===== config.mk =====
export PLATFORM = sky130hd
export DESIGN_NAME = sorted_list_binary_search_flat
export DESIGN_NICKNAME = d
export VERILOG_FILES = /design/src/sv/slbs_pkg.sv /design/src/sv/slbs_if.sv /design/src/sv/slbs_dp.sv /design/src/sv/slbs_ctrl.sv /design/src/sv/sorted_list_binary_search.sv /design/src/flat_wrapper.sv
export SDC_FILE = /design/constraint.sdc
export NUM_CORES = 1
export LEC_CHECK = 0
export BUFFER_PORTS_ARGS = -buffer_cell sky130_fd_sc_hd__buf_2
export CORE_MARGIN = 2
export CORE_UTILIZATION = 50
export CTS_CLUSTER_SIZE = 20
export DETAILED_ROUTE_END_ITERATION = 6
export GPL_ROUTABILITY_DRIVEN = 0
export PLACE_DENSITY = 0.68
export SLEW_MARGIN = 20
export SYNTH_ARGS = -nofsm -noshare
export SYNTH_HDL_FRONTEND = slang
export SYNTH_SLANG_ARGS = --single-unit

===== constraint.sdc =====
create_clock -name clk -period 5.9 [get_ports clk]
set_clock_uncertainty 0.15 [all_clocks]
set_input_delay 0.59 -clock clk [delete_from_list [all_inputs] [get_ports clk]]
set_output_delay 0.59 -clock clk [all_outputs]
set_load 0.05 [all_outputs]

===== src/sv/slbs_pkg.sv =====
// shared types, codes and constants of the sorted list search block
package slbs_pkg;

	// default sizing
	localparam int DEPTH_DEF     = 16;
	localparam int WORD_BITS_DEF = 32;

	// fixed field widths
	localparam int VALUE_W  = 32;
	localparam int ACTION_W = 2;
	localparam int CAP_W    = 5;
	localparam int IDX_W    = 4;
	localparam int HALV_W   = 3;

	// capacity register reset and the value that zero selects
	localparam logic [CAP_W-1:0] CAP_RESET   = 5'd10;
	localparam logic [CAP_W-1:0] CAP_DEFAULT = 5'd10;

	// action codes
	typedef enum logic [ACTION_W-1:0] {
		ACT_APPEND = 2'd0,
		ACT_SORT   = 2'd1,
		ACT_SEARCH = 2'd2,
		ACT_NONE   = 2'd3
	} action_t;

	// commands from the controller to the datapath
	typedef struct packed {
		logic capture;
		logic append;
		logic sort_init;
		logic rd_i;
		logic load_a;
		logic rd_j;
		logic cmp_j;
		logic wb_i;
		logic srch_init;
		logic rd_mid;
		logic srch_step;
		logic publish;
	} cmd_t;

	// status from the datapath to the controller
	typedef struct packed {
		logic n_zero;
		logic n_le1;
		logic last_j;
		logic last_i;
		logic key_hit;
		logic srch_last;
		logic out_free;
	} sts_t;

endpackage


===== src/sv/slbs_if.sv =====
// valid/ready channel interfaces for request and response transfers
interface slbs_req_if;
	logic                                 valid;
	logic                                 ready;
	logic [slbs_pkg::ACTION_W-1:0]        action;
	logic signed [slbs_pkg::VALUE_W-1:0]  value;

	modport source (output valid, output action, output value, input ready);
	modport sink (input valid, input action, input value, output ready);
endinterface

interface slbs_rsp_if;
	logic                          valid;
	logic                          ready;
	logic                          status;
	logic                          found;
	logic [slbs_pkg::IDX_W-1:0]    match_index;
	logic [slbs_pkg::HALV_W-1:0]   halvings;

	modport source (output valid, output status, output found, output match_index,
		output halvings, input ready);
	modport sink (input valid, input status, input found, input match_index,
		input halvings, output ready);
endinterface


===== src/sv/slbs_dp.sv =====
// datapath: entry memory, count, capacity, sort and search registers, result register
module slbs_dp #(
	parameter int DEPTH     = slbs_pkg::DEPTH_DEF,
	parameter int WORD_BITS = slbs_pkg::WORD_BITS_DEF
) (
	input  logic                                 clk,
	input  logic                                 arst_n,
	input  logic                                 cfg_we,
	input  logic [slbs_pkg::CAP_W-1:0]           cfg_wdata,
	input  logic signed [slbs_pkg::VALUE_W-1:0]  req_value,
	input  slbs_pkg::cmd_t                       cmd,
	output slbs_pkg::sts_t                       sts,
	input  logic                                 rsp_ready,
	output logic                                 rsp_valid,
	output logic                                 rsp_status,
	output logic                                 rsp_found,
	output logic [slbs_pkg::IDX_W-1:0]           rsp_match_index,
	output logic [slbs_pkg::HALV_W-1:0]          rsp_halvings
);

	localparam int AW   = $clog2(DEPTH);
	localparam int CW   = $clog2(DEPTH + 1);
	localparam int CMPW = (CW > slbs_pkg::CAP_W) ? CW : slbs_pkg::CAP_W;

	logic signed [WORD_BITS-1:0] mem [DEPTH];

	logic [slbs_pkg::CAP_W-1:0]  capacity_q;
	logic [CW-1:0]               count_q;
	logic signed [WORD_BITS-1:0] key_q;
	logic signed [WORD_BITS-1:0] a_q;
	logic signed [WORD_BITS-1:0] rd_data_q;
	logic [AW-1:0]               i_q;
	logic [AW-1:0]               j_q;
	logic [CW-1:0]               lo_q;
	logic [CW-1:0]               hi_q;
	logic [slbs_pkg::HALV_W-1:0] cnt_q;
	logic                        pend_status_q;
	logic                        pend_found_q;
	logic [slbs_pkg::IDX_W-1:0]  pend_idx_q;
	logic [slbs_pkg::HALV_W-1:0] pend_halv_q;
	logic                        rsp_valid_q;
	logic                        rsp_status_q;
	logic                        rsp_found_q;
	logic [slbs_pkg::IDX_W-1:0]  rsp_idx_q;
	logic [slbs_pkg::HALV_W-1:0] rsp_halv_q;

	logic [slbs_pkg::CAP_W-1:0]  cap_sel;
	logic                        list_full;
	logic [CW:0]                 mid_sum;
	logic [CW-1:0]               mid_full;
	logic [AW-1:0]               mid;
	logic                        key_gt;
	logic                        swap;
	logic [CW-1:0]               lo_nx;
	logic [CW-1:0]               hi_nx;
	logic                        rd_en;
	logic [AW-1:0]               rd_addr;
	logic                        wr_en;
	logic [AW-1:0]               wr_addr;
	logic signed [WORD_BITS-1:0] wr_data;

	// capacity register
	always_ff @(posedge clk or negedge arst_n) begin
		if (!arst_n) begin
			capacity_q <= slbs_pkg::CAP_RESET;
		end else if (cfg_we) begin
			capacity_q <= cfg_wdata;
		end
	end

	// effective capacity, saturated at the depth
	assign cap_sel   = (capacity_q == '0) ? slbs_pkg::CAP_DEFAULT : capacity_q;
	assign list_full = (CMPW'(count_q) >= CMPW'(cap_sel)) || (count_q == CW'(DEPTH));

	// search probe position and interval update
	assign mid_sum  = (CW+1)'(lo_q) + (CW+1)'(hi_q) - (CW+1)'(1);
	assign mid_full = mid_sum[CW:1];
	assign mid      = mid_full[AW-1:0];
	assign key_gt   = key_q > rd_data_q;
	assign lo_nx    = key_gt ? (CW'(mid) + CW'(1)) : lo_q;
	assign hi_nx    = key_gt ? hi_q : CW'(mid);

	// exchange when the later entry is smaller
	assign swap = rd_data_q < a_q;

	// status to the controller
	assign sts.n_zero    = (count_q == '0);
	assign sts.n_le1     = (count_q <= CW'(1));
	assign sts.last_j    = ((CW'(j_q) + CW'(1)) == count_q);
	assign sts.last_i    = ((CW'(i_q) + CW'(2)) >= count_q);
	assign sts.key_hit   = (rd_data_q == key_q);
	assign sts.srch_last = (lo_nx >= hi_nx);
	assign sts.out_free  = !rsp_valid_q || rsp_ready;

	// memory port selection
	always_comb begin
		rd_en   = cmd.rd_i || cmd.rd_j || cmd.rd_mid;
		rd_addr = mid;
		if (cmd.rd_i) begin
			rd_addr = i_q;
		end else if (cmd.rd_j) begin
			rd_addr = j_q;
		end
		wr_en   = 1'b0;
		wr_addr = i_q;
		wr_data = a_q;
		if (cmd.append && !list_full) begin
			wr_en   = 1'b1;
			wr_addr = count_q[AW-1:0];
			wr_data = key_q;
		end else if (cmd.cmp_j && swap) begin
			wr_en   = 1'b1;
			wr_addr = j_q;
		end else if (cmd.wb_i) begin
			wr_en   = 1'b1;
		end
	end

	// entry memory, registered read
	always_ff @(posedge clk) begin
		if (wr_en) begin
			mem[wr_addr] <= wr_data;
		end
		if (rd_en) begin
			rd_data_q <= mem[rd_addr];
		end
	end

	// entry count
	always_ff @(posedge clk or negedge arst_n) begin
		if (!arst_n) begin
			count_q <= '0;
		end else if (cmd.append && !list_full) begin
			count_q <= count_q + CW'(1);
		end
	end

	// working registers of the current item
	always_ff @(posedge clk) begin
		if (cmd.capture) begin
			key_q         <= WORD_BITS'(req_value);
			pend_status_q <= 1'b0;
			pend_found_q  <= 1'b0;
			pend_idx_q    <= '0;
			pend_halv_q   <= '0;
		end
		if (cmd.append && list_full) begin
			pend_status_q <= 1'b1;
		end
		if (cmd.sort_init) begin
			i_q <= '0;
		end
		if (cmd.load_a) begin
			a_q <= rd_data_q;
			j_q <= i_q + AW'(1);
		end
		if (cmd.cmp_j) begin
			if (swap) begin
				a_q <= rd_data_q;
			end
			j_q <= j_q + AW'(1);
		end
		if (cmd.wb_i) begin
			i_q <= i_q + AW'(1);
		end
		if (cmd.srch_init) begin
			lo_q  <= '0;
			hi_q  <= count_q;
			cnt_q <= '0;
		end
		if (cmd.srch_step) begin
			if (sts.key_hit) begin
				pend_found_q <= 1'b1;
				pend_idx_q   <= slbs_pkg::IDX_W'(mid);
				pend_halv_q  <= cnt_q;
			end else begin
				lo_q  <= lo_nx;
				hi_q  <= hi_nx;
				cnt_q <= cnt_q + slbs_pkg::HALV_W'(1);
			end
		end
	end

	// result register valid
	always_ff @(posedge clk or negedge arst_n) begin
		if (!arst_n) begin
			rsp_valid_q <= 1'b0;
		end else if (cmd.publish) begin
			rsp_valid_q <= 1'b1;
		end else if (rsp_ready) begin
			rsp_valid_q <= 1'b0;
		end
	end

	// result register payload
	always_ff @(posedge clk) begin
		if (cmd.publish) begin
			rsp_status_q <= pend_status_q;
			rsp_found_q  <= pend_found_q;
			rsp_idx_q    <= pend_idx_q;
			rsp_halv_q   <= pend_halv_q;
		end
	end

	assign rsp_valid       = rsp_valid_q;
	assign rsp_status      = rsp_status_q;
	assign rsp_found       = rsp_found_q;
	assign rsp_match_index = rsp_idx_q;
	assign rsp_halvings    = rsp_halv_q;

endmodule


===== src/sv/slbs_ctrl.sv =====
// controller: state machine sequencing append, sort and search over the datapath
module slbs_ctrl (
	input  logic                           clk,
	input  logic                           arst_n,
	input  logic                           req_valid,
	input  logic [slbs_pkg::ACTION_W-1:0]  req_action,
	output logic                           req_ready,
	input  slbs_pkg::sts_t                 sts,
	output slbs_pkg::cmd_t                 cmd
);

	typedef enum logic [9:0] {
		ST_IDLE     = 10'b00_0000_0001,
		ST_APPEND   = 10'b00_0000_0010,
		ST_SORT_RI  = 10'b00_0000_0100,
		ST_SORT_LA  = 10'b00_0000_1000,
		ST_SORT_RJ  = 10'b00_0001_0000,
		ST_SORT_CJ  = 10'b00_0010_0000,
		ST_SORT_WB  = 10'b00_0100_0000,
		ST_SRCH_RD  = 10'b00_1000_0000,
		ST_SRCH_CMP = 10'b01_0000_0000,
		ST_DONE     = 10'b10_0000_0000
	} state_t;

	state_t state_q;
	state_t state_d;

	assign req_ready = (state_q == ST_IDLE);

	// next state and commands
	always_comb begin
		state_d = state_q;
		cmd     = '0;
		unique case (state_q)
			ST_IDLE: begin
				if (req_valid) begin
					cmd.capture = 1'b1;
					unique case (slbs_pkg::action_t'(req_action))
						slbs_pkg::ACT_APPEND: begin
							state_d = ST_APPEND;
						end
						slbs_pkg::ACT_SORT: begin
							if (sts.n_le1) begin
								state_d = ST_DONE;
							end else begin
								cmd.sort_init = 1'b1;
								state_d       = ST_SORT_RI;
							end
						end
						slbs_pkg::ACT_SEARCH: begin
							if (sts.n_zero) begin
								state_d = ST_DONE;
							end else begin
								cmd.srch_init = 1'b1;
								state_d       = ST_SRCH_RD;
							end
						end
						slbs_pkg::ACT_NONE: begin
							state_d = ST_DONE;
						end
					endcase
				end
			end
			ST_APPEND: begin
				cmd.append = 1'b1;
				state_d    = ST_DONE;
			end
			// outer pass: fetch the entry at position i
			ST_SORT_RI: begin
				cmd.rd_i = 1'b1;
				state_d  = ST_SORT_LA;
			end
			ST_SORT_LA: begin
				cmd.load_a = 1'b1;
				state_d    = ST_SORT_RJ;
			end
			// inner pass: compare each later entry with the held one
			ST_SORT_RJ: begin
				cmd.rd_j = 1'b1;
				state_d  = ST_SORT_CJ;
			end
			ST_SORT_CJ: begin
				cmd.cmp_j = 1'b1;
				state_d   = sts.last_j ? ST_SORT_WB : ST_SORT_RJ;
			end
			ST_SORT_WB: begin
				cmd.wb_i = 1'b1;
				state_d  = sts.last_i ? ST_DONE : ST_SORT_RI;
			end
			// binary search probe
			ST_SRCH_RD: begin
				cmd.rd_mid = 1'b1;
				state_d    = ST_SRCH_CMP;
			end
			ST_SRCH_CMP: begin
				cmd.srch_step = 1'b1;
				state_d       = (sts.key_hit || sts.srch_last) ? ST_DONE : ST_SRCH_RD;
			end
			// hand the result to the output register once it is free
			ST_DONE: begin
				if (sts.out_free) begin
					cmd.publish = 1'b1;
					state_d     = ST_IDLE;
				end
			end
			default: begin
				state_d = ST_IDLE;
			end
		endcase
	end

	// state register
	always_ff @(posedge clk or negedge arst_n) begin
		if (!arst_n) begin
			state_q <= ST_IDLE;
		end else begin
			state_q <= state_d;
		end
	end

endmodule


===== src/sv/sorted_list_binary_search.sv =====
// Sorted list store of signed words with append, exchange sort and binary search. One request
// is worked at a time and every request gives one response; a new request is taken while the
// previous response still waits in the output register. A request is taken in the idle state
// and its result handed over once the output register is free. A sort over n entries holds
// each entry in turn, reads and compares each later entry against it, then writes it back;
// a search reads and compares one probe at a time, at most floor(log2 n) + 1 probes. Every
// compare waits for its operand from the registered memory read. The user must write the
// capacity register through cfg_we/cfg_wdata only while idle; the block does not enforce it.
module sorted_list_binary_search #(
	parameter int DEPTH     = slbs_pkg::DEPTH_DEF,
	parameter int WORD_BITS = slbs_pkg::WORD_BITS_DEF
) (
	input  logic                        clk,
	input  logic                        arst_n,
	input  logic                        cfg_we,
	input  logic [slbs_pkg::CAP_W-1:0]  cfg_wdata,
	slbs_req_if.sink                    req,
	slbs_rsp_if.source                  rsp
);

	slbs_pkg::cmd_t cmd;
	slbs_pkg::sts_t sts;

	// controller
	slbs_ctrl u_ctrl (
		.clk        (clk),
		.arst_n     (arst_n),
		.req_valid  (req.valid),
		.req_action (req.action),
		.req_ready  (req.ready),
		.sts        (sts),
		.cmd        (cmd)
	);

	// datapath
	slbs_dp #(
		.DEPTH     (DEPTH),
		.WORD_BITS (WORD_BITS)
	) u_dp (
		.clk             (clk),
		.arst_n          (arst_n),
		.cfg_we          (cfg_we),
		.cfg_wdata       (cfg_wdata),
		.req_value       (req.value),
		.cmd             (cmd),
		.sts             (sts),
		.rsp_ready       (rsp.ready),
		.rsp_valid       (rsp.valid),
		.rsp_status      (rsp.status),
		.rsp_found       (rsp.found),
		.rsp_match_index (rsp.match_index),
		.rsp_halvings    (rsp.halvings)
	);

endmodule


===== src/flat_wrapper.sv =====
// flat-port wrapper written by rule: the top's interface ports become plain ports
module sorted_list_binary_search_flat 
#(
	parameter int DEPTH     = slbs_pkg::DEPTH_DEF,
	parameter int WORD_BITS = slbs_pkg::WORD_BITS_DEF
)
  (clk, arst_n, cfg_we, cfg_wdata, req_valid, req_action, req_value, req_ready, rsp_valid, rsp_status, rsp_found, rsp_match_index, rsp_halvings, rsp_ready);
  slbs_req_if req_i ();
  slbs_rsp_if rsp_i ();
  input  logic clk;
  input  logic arst_n;
  input  logic cfg_we;
  input  logic [slbs_pkg::CAP_W-1:0] cfg_wdata;
  input wire logic [$bits(req_i.valid)-1:0] req_valid;
  input wire logic [$bits(req_i.action)-1:0] req_action;
  input wire logic [$bits(req_i.value)-1:0] req_value;
  output wire logic [$bits(req_i.ready)-1:0] req_ready;
  output wire logic [$bits(rsp_i.valid)-1:0] rsp_valid;
  output wire logic [$bits(rsp_i.status)-1:0] rsp_status;
  output wire logic [$bits(rsp_i.found)-1:0] rsp_found;
  output wire logic [$bits(rsp_i.match_index)-1:0] rsp_match_index;
  output wire logic [$bits(rsp_i.halvings)-1:0] rsp_halvings;
  input wire logic [$bits(rsp_i.ready)-1:0] rsp_ready;
  assign req_i.valid = req_valid;
  assign req_i.action = req_action;
  assign req_i.value = req_value;
  assign req_ready = req_i.ready;
  assign rsp_valid = rsp_i.valid;
  assign rsp_status = rsp_i.status;
  assign rsp_found = rsp_i.found;
  assign rsp_match_index = rsp_i.match_index;
  assign rsp_halvings = rsp_i.halvings;
  assign rsp_i.ready = rsp_ready;
  sorted_list_binary_search #(.DEPTH(DEPTH), .WORD_BITS(WORD_BITS)) u_core (.clk(clk), .arst_n(arst_n), .cfg_we(cfg_we), .cfg_wdata(cfg_wdata), .req(req_i), .rsp(rsp_i));
endmodule

Word level (Yosys, flattened, before mapping)
Memory sizes are Yosys's and may differ from the RTL's. A register that Yosys moved wholly into a read port is not among the register bits.
Index checks and enable logic that the tools add are counted.
{ "word_totals": {"regBits": 124, "latchBits": 0, "ram_bits": 512, "rom_bits": 0, "output_inout_bits": 11, "wordCells": 139, "mem_count": 1} }
{ "op_classes": {"add_sub_neg": 9, "n_mul": 0, "n_div": 0, "magnitude_cmp": 6, "n_eq_ne": 18, "shifts": 0, "muxes": 69, "n_bitwise": 0, "n_reduce_logical": 17} }
{ "memory_table": {"columns": ["memory", "words", "width", "rd", "rd_clocked_by_memory_dff", "write_ports", "line", "text"], "rows": [
  ["u_core.u_dp.mem", 16, 32, 1, 1, 1, "slbs_dp.sv:25", "logic signed [WORD_BITS-1:0] mem [DEPTH];"]
]} }
{ "op_table": {"columns": ["cell", "count"], "rows": [
  ["2-to-1 mux 32 bit", 4],
  ["one-hot mux 10 bit (10 select lines)", 1],
  ["2-to-1 mux 10 bit", 6],
  ["2-to-1 mux 5 bit", 9],
  ["2-to-1 mux 4 bit", 11],
  ["one-hot mux 10 bit (4 select lines)", 1],
  ["== test 32 bit", 1],
  ["> comparator 32 bit", 1],
  ["< comparator 32 bit", 1],
  ["2-to-1 mux 1 bit", 30],
  ["2-to-1 mux 3 bit", 6],
  [">= comparator 5 bit", 3],
  ["adder 4 x 1 -> 5 bit (second input constant)", 2],
  ["== test 10 x 1 -> 1 bit (second input constant)", 1],
  ["== test 10 bit (second input constant)", 1],
  ["== test 10 x 2 -> 1 bit (second input constant)", 1],
  ["== test 10 x 3 -> 1 bit (second input constant)", 1],
  ["== test 10 x 4 -> 1 bit (second input constant)", 1],
  ["== test 10 x 5 -> 1 bit (second input constant)", 1],
  ["== test 10 x 6 -> 1 bit (second input constant)", 1],
  ["== test 10 x 7 -> 1 bit (second input constant)", 1],
  ["== test 10 x 8 -> 1 bit (second input constant)", 1],
  ["== test 10 x 9 -> 1 bit (second input constant)", 1],
  ["logical NOT 5 bit", 2],
  ["other kinds (20)", 31]
]} }

Depth between registers and ports, before layout
Gate-level depths: netlist of run 1.
{ "depth": {"ltp_word": 9, "depth_mapped": 20, "depth_no_buf": 19} }

By module
A second synthesis of run 1 with hierarchy kept.
{ "hier_totals": {"hier_cells": 1740, "hier_area_um2": 28090.7} }
{ "modules_own_cells": {"columns": ["module", "instances", "cells_each", "area_each_um2", "seq_area_each_um2"], "rows": [
  ["slbs_dp", 1, 1651, 27337.5, 19165.9],
  ["slbs_ctrl", 1, 89, 753.2, 251.5]
]} }

Worst setup path before layout of run 1
Ideal clock, no wire load.
{ "synth_path": {"kind": "register -> register", "from": "register u_core.u_dp.count_q[0]", "to": "memory u_core.u_dp.mem[2][0] (netlist name), enable pin", "setup_time_ns": 0.513, "t_arrival_ns": 5.890, "slack_ns": -0.653, "stages_incl_launch_ff": 13, "cell_sequence": "dfrtp_1 > clkbuf_1 > inv_1 > ha_1 > nand2b_1 > a21o_1 > a21o_1 > a311o_1 > nand2_1 > nor2_1 > a221o_1 > buf_6 > nor4b_1"} }
{ "synth_via": {"elab_chain_cells": 7, "word_cells_on_any_way": 9, "classes_between": "1 x order compare; 1 x eq/ne; 4 x mux; 3 x reduce/logical"} }
{ "synth_lines": {"columns": ["element", "line", "text"], "rows": [
  ["start: declaration", "slbs_dp.sv:28", "logic [CW-1:0] count_q;"],
  ["start signal: assignment", "slbs_dp.sv:134", "count_q <= count_q + CW'(1);"],
  [">= comparator 5 bit or == test 5 bit (tied branches)", "slbs_dp.sv:73", "assign list_full = (CMPW'(count_q) >= CMPW'(cap_sel)) || (count_q == CW'(DEPTH));"],
  ["logical OR 1 bit", "slbs_dp.sv:73", null],
  ["logical NOT 1 bit", "slbs_dp.sv:107", "if (cmd.append && !list_full) begin"],
  ["logical AND 1 bit", "slbs_dp.sv:107", null],
  ["2-to-1 mux 1 bit", "slbs_dp.sv:107", null],
  ["2-to-1 mux 1 bit", "slbs_dp.sv:121", "if (wr_en) begin"],
  ["2-to-1 mux 1 bit (implied by the code)", "slbs_dp.sv:122", "mem[wr_addr] <= wr_data;"],
  ["end: declaration", "slbs_dp.sv:25", null]
]} }
Parallel ways exist; a longest one is shown, timed or not.

Worst setup path after layout of run 1
{ "layout_path": {"from": "register u_core.u_dp.rd_data_q[25], read port of u_core.u_dp.mem", "to": "register u_core.u_ctrl.state_q[9]"} }
{ "layout_via": {"elab_chain_cells": 6, "word_cells_on_any_way": 8, "classes_between": "2 x order compare; 1 x eq/ne; 4 x mux; 1 x reduce/logical"} }
{ "layout_lines": {"columns": ["element", "line", "text"], "rows": [
  ["start: declaration", "slbs_dp.sv:31", "logic signed [WORD_BITS-1:0] rd_data_q;"],
  ["> comparator 32 bit", "slbs_dp.sv:79", "assign key_gt = key_q > rd_data_q;"],
  ["2-to-1 mux 5 bit, on equally long branches", "slbs_dp.sv:80, slbs_dp.sv:81", null],
  [">= comparator 5 bit", "slbs_dp.sv:92", "assign sts.srch_last = (lo_nx >= hi_nx);"],
  ["logical OR 1 bit (*)", "slbs_ctrl.sv:97", "state_d = (sts.key_hit || sts.srch_last) ? ST_DONE : ST_SRCH_RD;"],
  ["2-to-1 mux 10 bit (*)", "slbs_ctrl.sv:97", null],
  ["one-hot mux 10 bit (10 select lines) (*)", "slbs_ctrl.sv:34", "unique case (state_q)"],
  ["end signal: assignment", "slbs_ctrl.sv:117", "state_q <= state_d;"],
  ["end: declaration", "slbs_ctrl.sv:25", "state_t state_q;"]
]} }
Every way passes the cells marked *; elsewhere a longest branch is shown, timed or not.
A chain may end at the register's enable or synchronous reset.

==> impl_results.rst, run 1 <==
.. list-table::
   :header-rows: 1

   * - Metric
     - Value
   * - DRC violation total after the first TritonRoute iteration
     - 2,024
   * - Total routing resource utilization after global routing
     - 23.97%
   * - H-tree depth
     - 3
   * - Mapped Area
     - 28,610 sq um
   * - Initial standard-cell utilization of the core
     - 50.65%
   * - Number of sinks handled by clock tree synthesis
     - 668
   * - Post-route ant nets
     - 0
   * - Clock tree root buffer cell
     - clkbuf_16
   * - Number of distinct library cells after synthesis
     - 73
   * - Number of CTS-inserted buffers
     - 66
   * - Wire length after detailed routing
     - 71.16 mm
   * - Path type of the worst min-delay path
     - in2reg
   * - Arrival @ worst endpoint
     - 5.27 ns
   * - CTS tree
     - built
   * - Count of max-cap constraint violations
     - 0
   * - Data required, critical path
     - 6.22 ns
   * - Worst slew margin relative to its limit
     - 29.22%
   * - Number of antenna violations at the first check in global routing
     - 0
   * - Largest area contributor in the netlist
     - edfxtp_1
   * - Source-to-sink clock delay at the later pin of the worst-skew pair
     - 0.61 ns
   * - Utilization after layout
     - 57.07%
   * - Number of global-route vias before repair
     - 18,150
   * - Post-detailed-route wirelength per cell
     - 22.73 um
   * - Met3 wire len
     - 5.642 mm
   * - Dominant cell by count in the synthesized netlist
     - edfxtp_1
   * - Number of slew-limit violations in the final report
     - 0
   * - Final instance area
     - 32,240 sq um
   * - Met1 Wirelength
     - 29.01 mm
   * - Maximum clock rate
     - 202.0 MHz
   * - Number of vias in the routed layout
     - 18,670
   * - Number of remaining DRC errors
     - 0
   * - Top flip-flop cell by instance count after synthesis
     - edfxtp_1
   * - Maximum number of pins on one net before global-route repair
     - 171
   * - Share of the clock period used by the worst path after layout
     - 83.92%
   * - Die width
     - 243.2 um
   * - Mapped Nets
     - 2,391
   * - Uppermost routed layer
     - met4
   * - Worst Max-Slew Pin Slew
     - 1.055 ns
   * - Die Span Y
     - 243.2 um
   * - Unrepaired setup endpoints after global routing
     - false
   * - Overflow left after global routing
     - 0
   * - Instance count of the mapped netlist
     - 2,254
   * - Seq cells post-synth
     - 668
   * - Type of destination of the critical path
     - flop
   * - HPWL reported at the end of detailed placement
     - 40.14 mm
   * - Final setup violation count
     - 0
   * - Initial DRT Pass Iterations
     - 5
   * - Clk buf depth
     - 3
   * - Rows
     - 87
   * - Total placed instance area
     - 30,120 sq um
   * - Critical Setup Path Class
     - reg2reg
   * - Share of synthesized area occupied by flip-flops and latches
     - 67.86%
   * - Total setup buffers inserted after CTS
     - 0
   * - Count of synthesis-stage warnings from yosys
     - 0
   * - Fin. Hold Viols
     - 0
   * - IO buf count
     - 54
   * - Area share of the leading cell type in the synthesized netlist
     - 62.23%
   * - Area growth from synthesis to layout
     - 12.69%
   * - Share of flip-flops with an asynchronous set or reset
     - 3.144%
   * - Synth Area per Inst
     - 12.69 sq um
   * - Met2 routed wirelength
     - 34.45 mm
   * - Number of enable-type register cells in the synthesized netlist
     - 593
   * - Number of vias per cell
     - 5.966
   * - Die Area
     - 59,160 sq um
   * - IO Count
     - 55
   * - Global-route wire length before repair
     - 107.6 mm
   * - CP startpoint kind
     - flop
   * - Antenna fix cells
     - 0
   * - Share of layout cells above drive strength 1
     - 11.33%
   * - Number of nets in the layout
     - 2,463
   * - Run status
     - finished, final reports clean
   * - Largest driver fanout on the critical path
     - 9
   * - Filler cell count in the final layout
     - 4,408
   * - Core box area
     - 56,500 sq um
   * - Clock-pin slew on the worst setup and hold paths
     - 0.06 ns
   * - Top area cells in the synthesized netlist
     - edfxtp_1, nand2_1, ha_1
   * - Leading cell types by count after synthesis
     - edfxtp_1, nand2_1, a21oi_1
   * - Time the final worst path needs with I/O delays and setup
     - 4.951 ns
[worst max-delay path: stages, from the launching register on]
cell and delay (ns):
edfxtp_1 0.41, inv_1 0.09, ha_1 0.24, a21o_1 0.18
a21o_1 0.18, a21oi_1 0.18, o21ai_0 0.15, or4_1 0.60
mux2_2 0.36, nand2b_1 0.33, mux2_2 0.40, ha_1 0.28
nand2b_1 0.16, a21o_1 0.18, a21o_1 0.17, a21o_1 0.17
a211o_1 0.30, nand2_1 0.07, a31o_2 0.14, o21ai_0 0.08
[repair_timing]
action,in CTS,in global routing
hold buffers,5,0
gates resized for setup,0,0
setup endpoints to repair,0,0
endpoints found under the hold margin,22,0
[kinds of logic after synthesis]
logic type      count (synthesis)  synth area share (%)
compound gates                451                 10.01
fa+ha+maj                      93                 4.093
simple gates                  731                 11.52
flops                         668                 67.86
mux                            81                 2.873
xor+xnor                       17                0.5203
buf+inv                       213                 3.122
[metal layers]
metal | GRT usage, % | up-vias
met5 | 0 | -
met4 | 8.932 | 0
met3 | 3.671 | 118
met2 | 39.30 | 779
met1 | 32.44 | 9249
li1 | - | 8528
[per-stage QoR]
step | cells | TNS [ns] | hold WS, ns | setup slack [ns]
final | 3130 | 0 | 0.02663 | 0.9488
after global routing | 3130 | 0 | 0.01697 | 0.6620
after CTS | 3130 | 0 | 0.003577 | 0.9630
after detailed placement | 3009 | 0 | 0.2712 | 1.006
after global placement | 3009 | 0 | 0.2694 | 1.099
after floorplan | 2254 | -100.58 | 0.1444 | -0.6517
[cell type report]
class	count	area, sq um	share of cell area [%]
flip-flops and latches	668	19420	60.22
multi-input cells	1373	8533	26.46
clock buffers	91	1912	5.929
repair buffers	127	955.9	2.965
well taps	756	945.9	2.934
inverters	90	337.8	1.048
clock inverters	25	142.6	0.4424
[state kept, by name, summed over array words and instances, names as in the netlist]
| signal | count |
|---|---|
| u_core.u_dp.mem | 512 |
| u_core.u_dp.a_q | 32 |
| u_core.u_dp.key_q | 32 |
| u_core.u_dp.rd_data_q | 32 |
| u_core.u_ctrl.state_q | 10 |
| u_core.u_dp.capacity_q | 5 |
| u_core.u_dp.count_q | 5 |
| u_core.u_dp.hi_q | 5 |
| u_core.u_dp.lo_q | 5 |
| u_core.u_dp.i_q | 4 |
| u_core.u_dp.j_q | 4 |
| u_core.u_dp.pend_idx_q | 4 |
| u_core.u_dp.rsp_match_index | 4 |
| u_core.u_dp.cnt_q | 3 |
| u_core.u_dp.pend_halv_q | 3 |
| u_core.u_dp.rsp_halvings | 3 |
| u_core.u_dp.pend_found_q | 1 |
| u_core.u_dp.pend_status_q | 1 |
| u_core.u_dp.rsp_found | 1 |
| u_core.u_dp.rsp_status | 1 |
| u_core.u_dp.rsp_valid | 1 |
[placed cells by master (no fill, tap or decap), types with 18 or more instances in the layout]
cell	count
buf_2	54
nor2_1	34
o211ai_1	70
o21ai_0	84
inv_1	90
mux2i_1	72
a22oi_1	32
buf_4	58
clkbuf_16	71
ha_1	92
nand2_1	443
a21oi_1	157
edfxtp_1	593
nand3_1	149
dfrtp_1	18
o221ai_1	32
dfxtp_1	54
[final timing paths]
check | start | to | cells after the start | slack (ns)
worst max-delay path | u_core.u_dp.rd_data_q[25] | u_core.u_ctrl.state_q[9] | 19 | 0.95
worst min-delay path | req_value[17] | u_core.u_dp.key_q[17] | 1 | 0.03
worst max register to register | u_core.u_dp.rd_data_q[25] | u_core.u_ctrl.state_q[9] | 19 | 0.95
worst min register to register | u_core.u_dp.pend_halv_q[0] | u_core.u_dp.rsp_halvings[0] | 0 | 0.29
max in group asynchronous | arst_n | u_core.u_ctrl.state_q[0] | 2 | 4.86
min in group asynchronous | arst_n | u_core.u_ctrl.state_q[6] | 2 | 0.35
Power of run 1 is left out: the tool's default activity adds up to more than one toggle a clock period on the data nets, which glitch-free logic cannot reach.
==> inputs of run 2 (changes only) <==
--- a/config.mk
+++ b/config.mk
@@ -11,7 +11,7 @@
 export CTS_CLUSTER_SIZE = 20
 export DETAILED_ROUTE_END_ITERATION = 6
 export GPL_ROUTABILITY_DRIVEN = 0
-export PLACE_DENSITY = 0.68
+export PLACE_DENSITY = 0.66
 export SLEW_MARGIN = 20
 export SYNTH_ARGS = -nofsm -noshare
 export SYNTH_HDL_FRONTEND = slang
==> constraint.sdc (replaced) <==
create_clock -name clk -period 4.75 [get_ports clk]
set_clock_uncertainty 0.15 [all_clocks]
set_input_delay 0.475 -clock clk [delete_from_list [all_inputs] [get_ports clk]]
set_output_delay 0.475 -clock clk [all_outputs]
set_load 0.05 [all_outputs]
==> impl_results.rst, run 2 (synthesized netlist as in run 1, its figures left out) <==
.. list-table::
   :header-rows: 1

   * - Metric
     - Value
   * - Run status
     - finished, final reports clean (unchanged)
   * - Type of destination of the critical path
     - flop (unchanged)
   * - Overflow left after global routing
     - 0 (unchanged)
   * - Share of layout cells above drive strength 1
     - 12.80% (was 11.33%)
   * - Unrepaired setup endpoints after global routing
     - false (unchanged)
   * - Clock tree root buffer cell
     - clkbuf_16 (unchanged)
   * - Number of vias in the routed layout
     - 18,740 (was 18,670)
   * - Core box area
     - 56,500 sq um (unchanged)
   * - Wire length after detailed routing
     - 71.51 mm (was 71.16 mm)
   * - CTS tree
     - built (unchanged)
   * - Number of vias per cell
     - 5.828 (was 5.966)
   * - Number of sinks handled by clock tree synthesis
     - 668 (unchanged)
   * - Global-route wire length before repair
     - 108.1 mm (was 107.6 mm)
   * - Maximum number of pins on one net before global-route repair
     - 106 (was 171)
   * - Die Area
     - 59,160 sq um (unchanged)
   * - Most used cell, CP
     - a21o_1 (unchanged)
   * - Maximum clock rate
     - 222.6 MHz (was 202.0 MHz)
   * - Endpoint of the worst hold path
     - u_core.u_dp.rsp_valid (was u_core.u_dp.key_q[17])
   * - Number of remaining DRC errors
     - 0 (unchanged)
   * - Count of max-cap constraint violations
     - 0 (unchanged)
   * - Area growth from synthesis to layout
     - 16.59% (was 12.69%)
   * - Highest-delay cell along the critical path
     - or4_1 (unchanged)
   * - Sequential cell area
     - 19,420 sq um (unchanged)
   * - Number of global-route vias before repair
     - 18,190 (was 18,150)
   * - Number of nets in the layout
     - 2,546 (was 2,463)
   * - Share of the clock period used by the worst path after layout
     - 94.56% (was 83.92%)
   * - Capture instance of the worst register-to-register path
     - u_core.u_ctrl.state_q[9] (unchanged)
   * - Largest driver fanout on the critical path
     - 2 (was 9)
   * - Highest-count cells in the layout ignoring fill and taps
     - edfxtp_1, nand2_1, a21oi_1 (unchanged)
   * - Data required, critical path
     - 5.08 ns (was 6.22 ns)
   * - IO buf count
     - 54 (unchanged)
   * - Utilization after layout
     - 59.05% (was 57.07%)
   * - HPWL reported at the end of detailed placement
     - 40.93 mm (was 40.14 mm)
   * - Worst Max-Slew Pin Slew
     - 0.9835 ns (was 1.055 ns)
   * - CP startpoint kind
     - flop (unchanged)
   * - Post-detailed-route wirelength per cell
     - 22.24 um (was 22.73 um)
   * - Hold Crit Depth
     - 3 (was 1)
   * - Slowest Stage Delay on Critical Path
     - 0.43 ns (was 0.60 ns)
   * - Clock-pin slew on the worst setup and hold paths
     - 0.07 ns (was 0.06 ns)
   * - Total routing resource utilization after global routing
     - 24.11% (was 23.97%)
   * - Worst-case reg-to-reg path depth
     - 19 (unchanged)
   * - Reg-to-reg setup timing slack
     - 0.26 ns (was 0.95 ns)
   * - Final setup slack of the worst path
     - 0.2585 ns (was 0.9488 ns)
   * - Critical Setup Path Class
     - reg2reg (unchanged)
   * - Initial standard-cell utilization of the core
     - 50.65% (unchanged)
   * - Number of flip-flops under the largest register name
     - 512 (unchanged)
   * - Time the final worst path needs with I/O delays and setup
     - 4.491 ns (was 4.951 ns)
   * - Worst slew margin relative to its limit
     - 34.43% (was 29.22%)
   * - Path type of the worst min-delay path
     - in2reg (unchanged)
   * - Multi-input logic area
     - 8586 sq um (was 8533 sq um)
   * - Worst Hold Launch
     - rsp_ready (was req_value[17])
   * - Number of CTS-inserted buffers
     - 68 (was 66)
   * - Initial DRT Pass Iterations
     - 6 (was 5)
   * - Filler cell count in the final layout
     - 4,393 (was 4,408)
   * - Critical R2R Launch
     - u_core.u_dp.key_q[1] (was u_core.u_dp.rd_data_q[25])
   * - DRC violation total after the first TritonRoute iteration
     - 1,655 (was 2,024)
   * - H-tree depth
     - 3 (unchanged)
   * - IO Count
     - 55 (unchanged)
   * - Number of slew-limit violations in the final report
     - 0 (unchanged)
   * - Clk buf depth
     - 3 (unchanged)
   * - Die Span Y
     - 243.2 um (unchanged)
   * - Post-placement setup slack
     - 0.1490 ns (was 1.006 ns)
   * - Post-route ant nets
     - 0 (unchanged)
   * - Die width
     - 243.2 um (unchanged)
   * - Reg with most FFs
     - u_core.u_dp.mem (unchanged)
   * - Crit-path cells
     - ha_1 -> nor2b_1 -> o21a_1 -> o211ai_1 -> a211oi_2 -> buf_4 -> or4_1 -> mux2_2 -> nand2b_1 -> mux2_2 -> ha_1 -> nand2b_1 -> a21o_1 -> a21o_1 -> a21o_1 -> a211o_1 -> nand2_1 -> a31o_2 -> o21ai_0 (was inv_1 -> ha_1 -> a21o_1 -> a21o_1 -> a21oi_1 -> o21ai_0 -> or4_1 -> mux2_2 -> nand2b_1 -> mux2_2 -> ha_1 -> nand2b_1 -> a21o_1 -> a21o_1 -> a21o_1 -> a211o_1 -> nand2_1 -> a31o_2 -> o21ai_0)
   * - Fin. Hold Viols
     - 0 (unchanged)
   * - Rows
     - 87 (unchanged)
   * - Source-to-sink clock delay at the later pin of the worst-skew pair
     - 0.61 ns (about the same)
   * - Most common cell after layout, fill and taps aside
     - edfxtp_1 (unchanged)
   * - Arrival @ worst endpoint
     - 4.82 ns (was 5.27 ns)
   * - Post-Route Setup TNS
     - 0 ns (unchanged)
   * - Final setup violation count
     - 0 (unchanged)
   * - Number of antenna violations at the first check in global routing
     - 0 (unchanged)
   * - Antenna fix cells
     - 0 (unchanged)
-- run 2: worst max-delay path by stage --
stage | from | end | slack (ns) | cells past startpoint
CTS | u_core.u_dp.key_q[31] | u_core.u_ctrl.state_q[9] | 0.11 | 20
finish | u_core.u_dp.key_q[1] | u_core.u_ctrl.state_q[9] | 0.26 | 19
global route | u_core.u_dp.rd_data_q[20] | u_core.u_ctrl.state_q[9] | 0.06 | 21
detailed placement | u_core.u_dp.key_q[31] | u_core.u_ctrl.state_q[9] | 0.15 | 20
floorplan | u_core.u_dp.count_q[0] | u_core.u_dp.mem[6][0] | -0.37 | 12
global placement | u_core.u_dp.key_q[31] | u_core.u_ctrl.state_q[9] | 0.20 | 20
-- run 2: metrics by stage --
step	std cells	hold WS (ns)	area [sq um]
after floorplan	2254	0.02941	28690
after global placement	3051	0.2668	30730
after detailed placement	3051	0.2705	30730
after CTS	3215	0.02528	33340
after global routing	3216	0.07215	33360
final	3216	0.06646	33360
-- run 2: what timing repair did --
action	in CTS	in global routing
endpoints found under the setup margin	0	2
hold buffers	43	0
gates resized for setup	0	3
setup buffers	0	1
hold endpoints to repair	57	0
-- run 2: cell type report --
type / instances / share of cell area (%)
Inverter: 90 / 1.013
Clock buffer: 83 / 5.397
Timing Repair Buffer: 208 / 5.686
Clock inverter: 38 / 1.133
Tap cell: 756 / 2.835
Sequential cell: 668 / 58.20
Multi-Input combinational cell: 1373 / 25.74
-- run 2: worst max-delay path, delay by kind of cell (launching register included) --
kind,cells,cell delay [ns]
AO/OA/AOI/OAI,9,1.52
multiplexers,2,0.65
buffers and inverters,1,0.15
flip-flops,1,0.41
adder cells (fa/ha/maj),2,0.59
AND/OR/NAND/NOR,5,0.89
-- run 2: metal layers --
layer  global-route usage, %  routed length, um  vias to the layer above
met5                       0                  0                        -
met4                   9.383               2274                        0
met3                   3.870               5388                      140
met2                   39.28              34300                      724
met1                   32.58              29550                     9188
li1                        -                  -                     8691
Power of run 2 is left out for the same reason.
==> inputs of run 3 (changes only) <==
--- a/config.mk
+++ b/config.mk
@@ -7,11 +7,11 @@
 export LEC_CHECK = 0
 export BUFFER_PORTS_ARGS = -buffer_cell sky130_fd_sc_hd__buf_2
 export CORE_MARGIN = 2
-export CORE_UTILIZATION = 50
+export CORE_UTILIZATION = 37
 export CTS_CLUSTER_SIZE = 20
 export DETAILED_ROUTE_END_ITERATION = 6
 export GPL_ROUTABILITY_DRIVEN = 0
-export PLACE_DENSITY = 0.66
+export GPL_TIMING_DRIVEN = 0
 export SLEW_MARGIN = 20
 export SYNTH_ARGS = -nofsm -noshare
 export SYNTH_HDL_FRONTEND = slang
==> impl_results.rst, run 3 (synthesized netlist as in run 1, its figures left out) <==
.. list-table::
   :header-rows: 1

   * - Metric
     - Value
   * - Share of layout cells above drive strength 1
     - 14.97% (was 12.80%)
   * - Filler cell count in the final layout
     - 6,769 (was 4,393)
   * - CTS tree
     - built (unchanged)
   * - Arrival @ worst endpoint
     - 4.86 ns (was 4.82 ns)
   * - Type of destination of the critical path
     - flop (unchanged)
   * - Worst-case reg-to-reg path depth
     - 13 (was 19)
   * - Antenna fix cells
     - 0 (unchanged)
   * - Number of vias in the routed layout
     - 19,510 (was 18,740)
   * - Reg with most FFs
     - u_core.u_dp.mem (unchanged)
   * - Slowest Stage Delay on Critical Path
     - 0.69 ns (was 0.43 ns)
   * - Most common cell after layout, fill and taps aside
     - edfxtp_1 (unchanged)
   * - Critical R2R Launch
     - u_core.u_dp.hi_q[2] (was u_core.u_dp.key_q[1])
   * - Critical Setup Path Class
     - reg2reg (unchanged)
   * - Number of sinks handled by clock tree synthesis
     - 668 (unchanged)
   * - Number of vias per cell
     - 5.405 (was 5.828)
   * - Global-route wire length before repair
     - 118.5 mm (was 108.1 mm)
   * - Number of remaining DRC errors
     - 0 (unchanged)
   * - Clk buf depth
     - 3 (unchanged)
   * - Area growth from synthesis to layout
     - 19.57% (was 16.59%)
   * - Largest driver fanout on the critical path
     - 10 (was 2)
   * - Post-route ant nets
     - 0 (unchanged)
   * - HPWL reported at the end of detailed placement
     - 55.72 mm (was 40.93 mm)
   * - Maximum number of pins on one net before global-route repair
     - 25 (was 106)
   * - Run status
     - finished, final reports clean (unchanged)
   * - Die Area
     - 79,570 sq um (was 59,160 sq um)
   * - Data required, critical path
     - 4.96 ns (was 5.08 ns)
   * - CP startpoint kind
     - flop (unchanged)
   * - Highest-count cells in the layout ignoring fill and taps
     - edfxtp_1, nand2_1, a21oi_1 (unchanged)
   * - Buf+Inv Stages, Crit Path
     - 3 (was 1)
   * - Number of antenna violations at the first check in global routing
     - 0 (unchanged)
   * - Utilization after layout
     - 44.90% (was 59.05%)
   * - Number of cells on the critical path
     - 13 (was 19)
   * - Final setup violation count
     - 0 (unchanged)
   * - Total routing resource utilization after global routing
     - 19.87% (was 24.11%)
   * - Clock-pin slew on the worst setup and hold paths
     - 0.06 ns (was 0.07 ns)
   * - IO buf count
     - 53 (was 54)
   * - Fin. Hold Viols
     - 0 (unchanged)
   * - IO Count
     - 55 (unchanged)
   * - Die width
     - 282.1 um (was 243.2 um)
   * - Placed insts
     - 3,407 (was 3,051)
   * - Post-detailed-route wirelength per cell
     - 21.89 um (was 22.24 um)
   * - Number of flip-flops under the largest register name
     - 512 (unchanged)
   * - H-tree depth
     - 3 (unchanged)
   * - Initial standard-cell utilization of the core
     - 37.55% (was 50.65%)
   * - Unrepaired setup endpoints after global routing
     - true (was false)
   * - Number of standard cells in the final layout excluding fillers
     - 3,609 (was 3,216)
   * - Worst Max-Slew Pin Slew
     - 1.158 ns (was 0.9835 ns)
   * - Crit-path cells
     - inv_1 -> ha_1 -> inv_1 -> ha_1 -> a21o_1 -> a21oi_1 -> xnor2_1 -> mux2i_1 -> a21o_1 -> nor2_1 -> clkbuf_1 -> a22oi_1 -> o221ai_1 (was ha_1 -> nor2b_1 -> o21a_1 -> o211ai_1 -> a211oi_2 -> buf_4 -> or4_1 -> mux2_2 -> nand2b_1 -> mux2_2 -> ha_1 -> nand2b_1 -> a21o_1 -> a21o_1 -> a21o_1 -> a211o_1 -> nand2_1 -> a31o_2 -> o21ai_0)
   * - Share of the clock period used by the worst path after layout
     - 97.92% (was 94.56%)
   * - Core box area
     - 76,200 sq um (was 56,500 sq um)
   * - Hold Crit Depth
     - 3 (unchanged)
   * - Source-to-sink clock delay at the later pin of the worst-skew pair
     - 0.64 ns (was 0.61 ns)
   * - Count of max-cap constraint violations
     - 0 (unchanged)
   * - Worst Hold Launch
     - rsp_ready (unchanged)
   * - Path type of the worst min-delay path
     - in2reg (unchanged)
   * - Highest-delay cell along the critical path
     - xnor2_1 (was or4_1)
   * - Number of slew-limit violations in the final report
     - 0 (unchanged)
   * - Number of nets in the layout
     - 2,659 (was 2,546)
   * - Time the final worst path needs with I/O delays and setup
     - 4.651 ns (was 4.491 ns)
   * - Worst slew margin relative to its limit
     - 22.26% (was 34.43%)
   * - Rows
     - 101 (was 87)
   * - Number of CTS-inserted buffers
     - 72 (was 68)
   * - Die Span Y
     - 282.1 um (was 243.2 um)
   * - Overflow left after global routing
     - 0 (unchanged)
   * - Initial DRT Pass Iterations
     - 5 (was 6)
   * - Number of global-route vias before repair
     - 19,620 (was 18,190)
   * - Clock tree root buffer cell
     - clkbuf_16 (unchanged)
   * - Beginning of the critical path
     - u_core.u_dp.hi_q[2] (was u_core.u_dp.key_q[1])
   * - Crit-path leading delay family
     - compound AO/OA/AOI/OAI gates (unchanged)
   * - DRC violation total after the first TritonRoute iteration
     - 1,651 (was 1,655)
   * - Wire length after detailed routing
     - 79.00 mm (was 71.51 mm)
   * - Maximum clock rate
     - 215.0 MHz (was 222.6 MHz)
-- run 3: changes by cell type in the layout (fill, tap and decap cells not counted), sizes merged, moves of 2 or more --
| cell | change |
|---|---|
| buf | +44 |
| bufinv | -4 |
| clkbuf | +71 |
| clkinv | +7 |
| clkinvlp | +2 |
| dlygate4sd3 | -2 |
-- run 3: worst reg2reg max path, stage by stage (launching register included) --
cell and delay, ns:
dfxtp_1 0.38, inv_1 0.06, ha_1 0.26, inv_1 0.07
ha_1 0.27, a21o_1 0.10, a21oi_1 0.07, xnor2_1 0.69
mux2i_1 0.23, a21o_1 0.26, nor2_1 0.66, clkbuf_1 0.65
a22oi_1 0.29, o221ai_1 0.24
-- run 3: metal layers --
metal / track usage, % / routed length (um)
met1: 25.00 / 31950
met2: 34.56 / 38980
met3: 2.478 / 5088
met4: 8.388 / 2984
met5: 0 / 0
-- run 3: repair_timing --
item                       in CTS  in global routing
resized for setup              21                 20
setup endpoints to repair     174                286
hold buffers                   41                  0
cloned                          0                  0
hold endpoints to repair       60                  0
setup buffers                  21                 11
pin swaps                      15                  9
-- run 3: final cells by class --
cell class	count	area (sq um)	area share, %
buffer	121	550.5	1.609
clock buffer	87	1889	5.522
clock inverter	44	336.6	0.9838
inverter	90	337.8	0.9874
multi-input combinational	1373	8757	25.60
sequential	668	19420	56.75
tap	1030	1289	3.767
timing repair buffer	196	1635	4.780
-- run 3: worst paths after layout --
| check | to | slack, ns |
|---|---|---|
| setup / recovery | u_core.u_dp.rd_data_q[22] | 0.1 |
| hold / removal | u_core.u_dp.rsp_valid | 0.04 |
| setup reg to reg | u_core.u_dp.rd_data_q[22] | 0.1 |
| hold reg to reg | u_core.u_dp.rsp_match_index[3] | 0.28 |
| max in group asynchronous | u_core.u_dp.capacity_q[3] | 3.91 |
| min in group asynchronous | u_core.u_ctrl.state_q[9] | 0.19 |
-- run 3: per-stage QoR --
| stage | TNS, ns | cell area [sq um] | setup slack, ns | hold slack (ns) |
|---|---|---|---|---|
| floorplan | -80.92 | 28690 | -0.3661 | 0.02941 |
| global placement | -1048.46 | 30240 | -2.772 | 0.2674 |
| detailed placement | -25.40 | 31120 | -1.282 | 0.2698 |
| CTS | -0.01254 | 34040 | -0.01254 | 0.02407 |
| global route | -0.03610 | 34210 | -0.03047 | 0.08508 |
| finish | 0 | 34210 | 0.09856 | 0.03770 |
Power of run 3 is left out for the same reason.
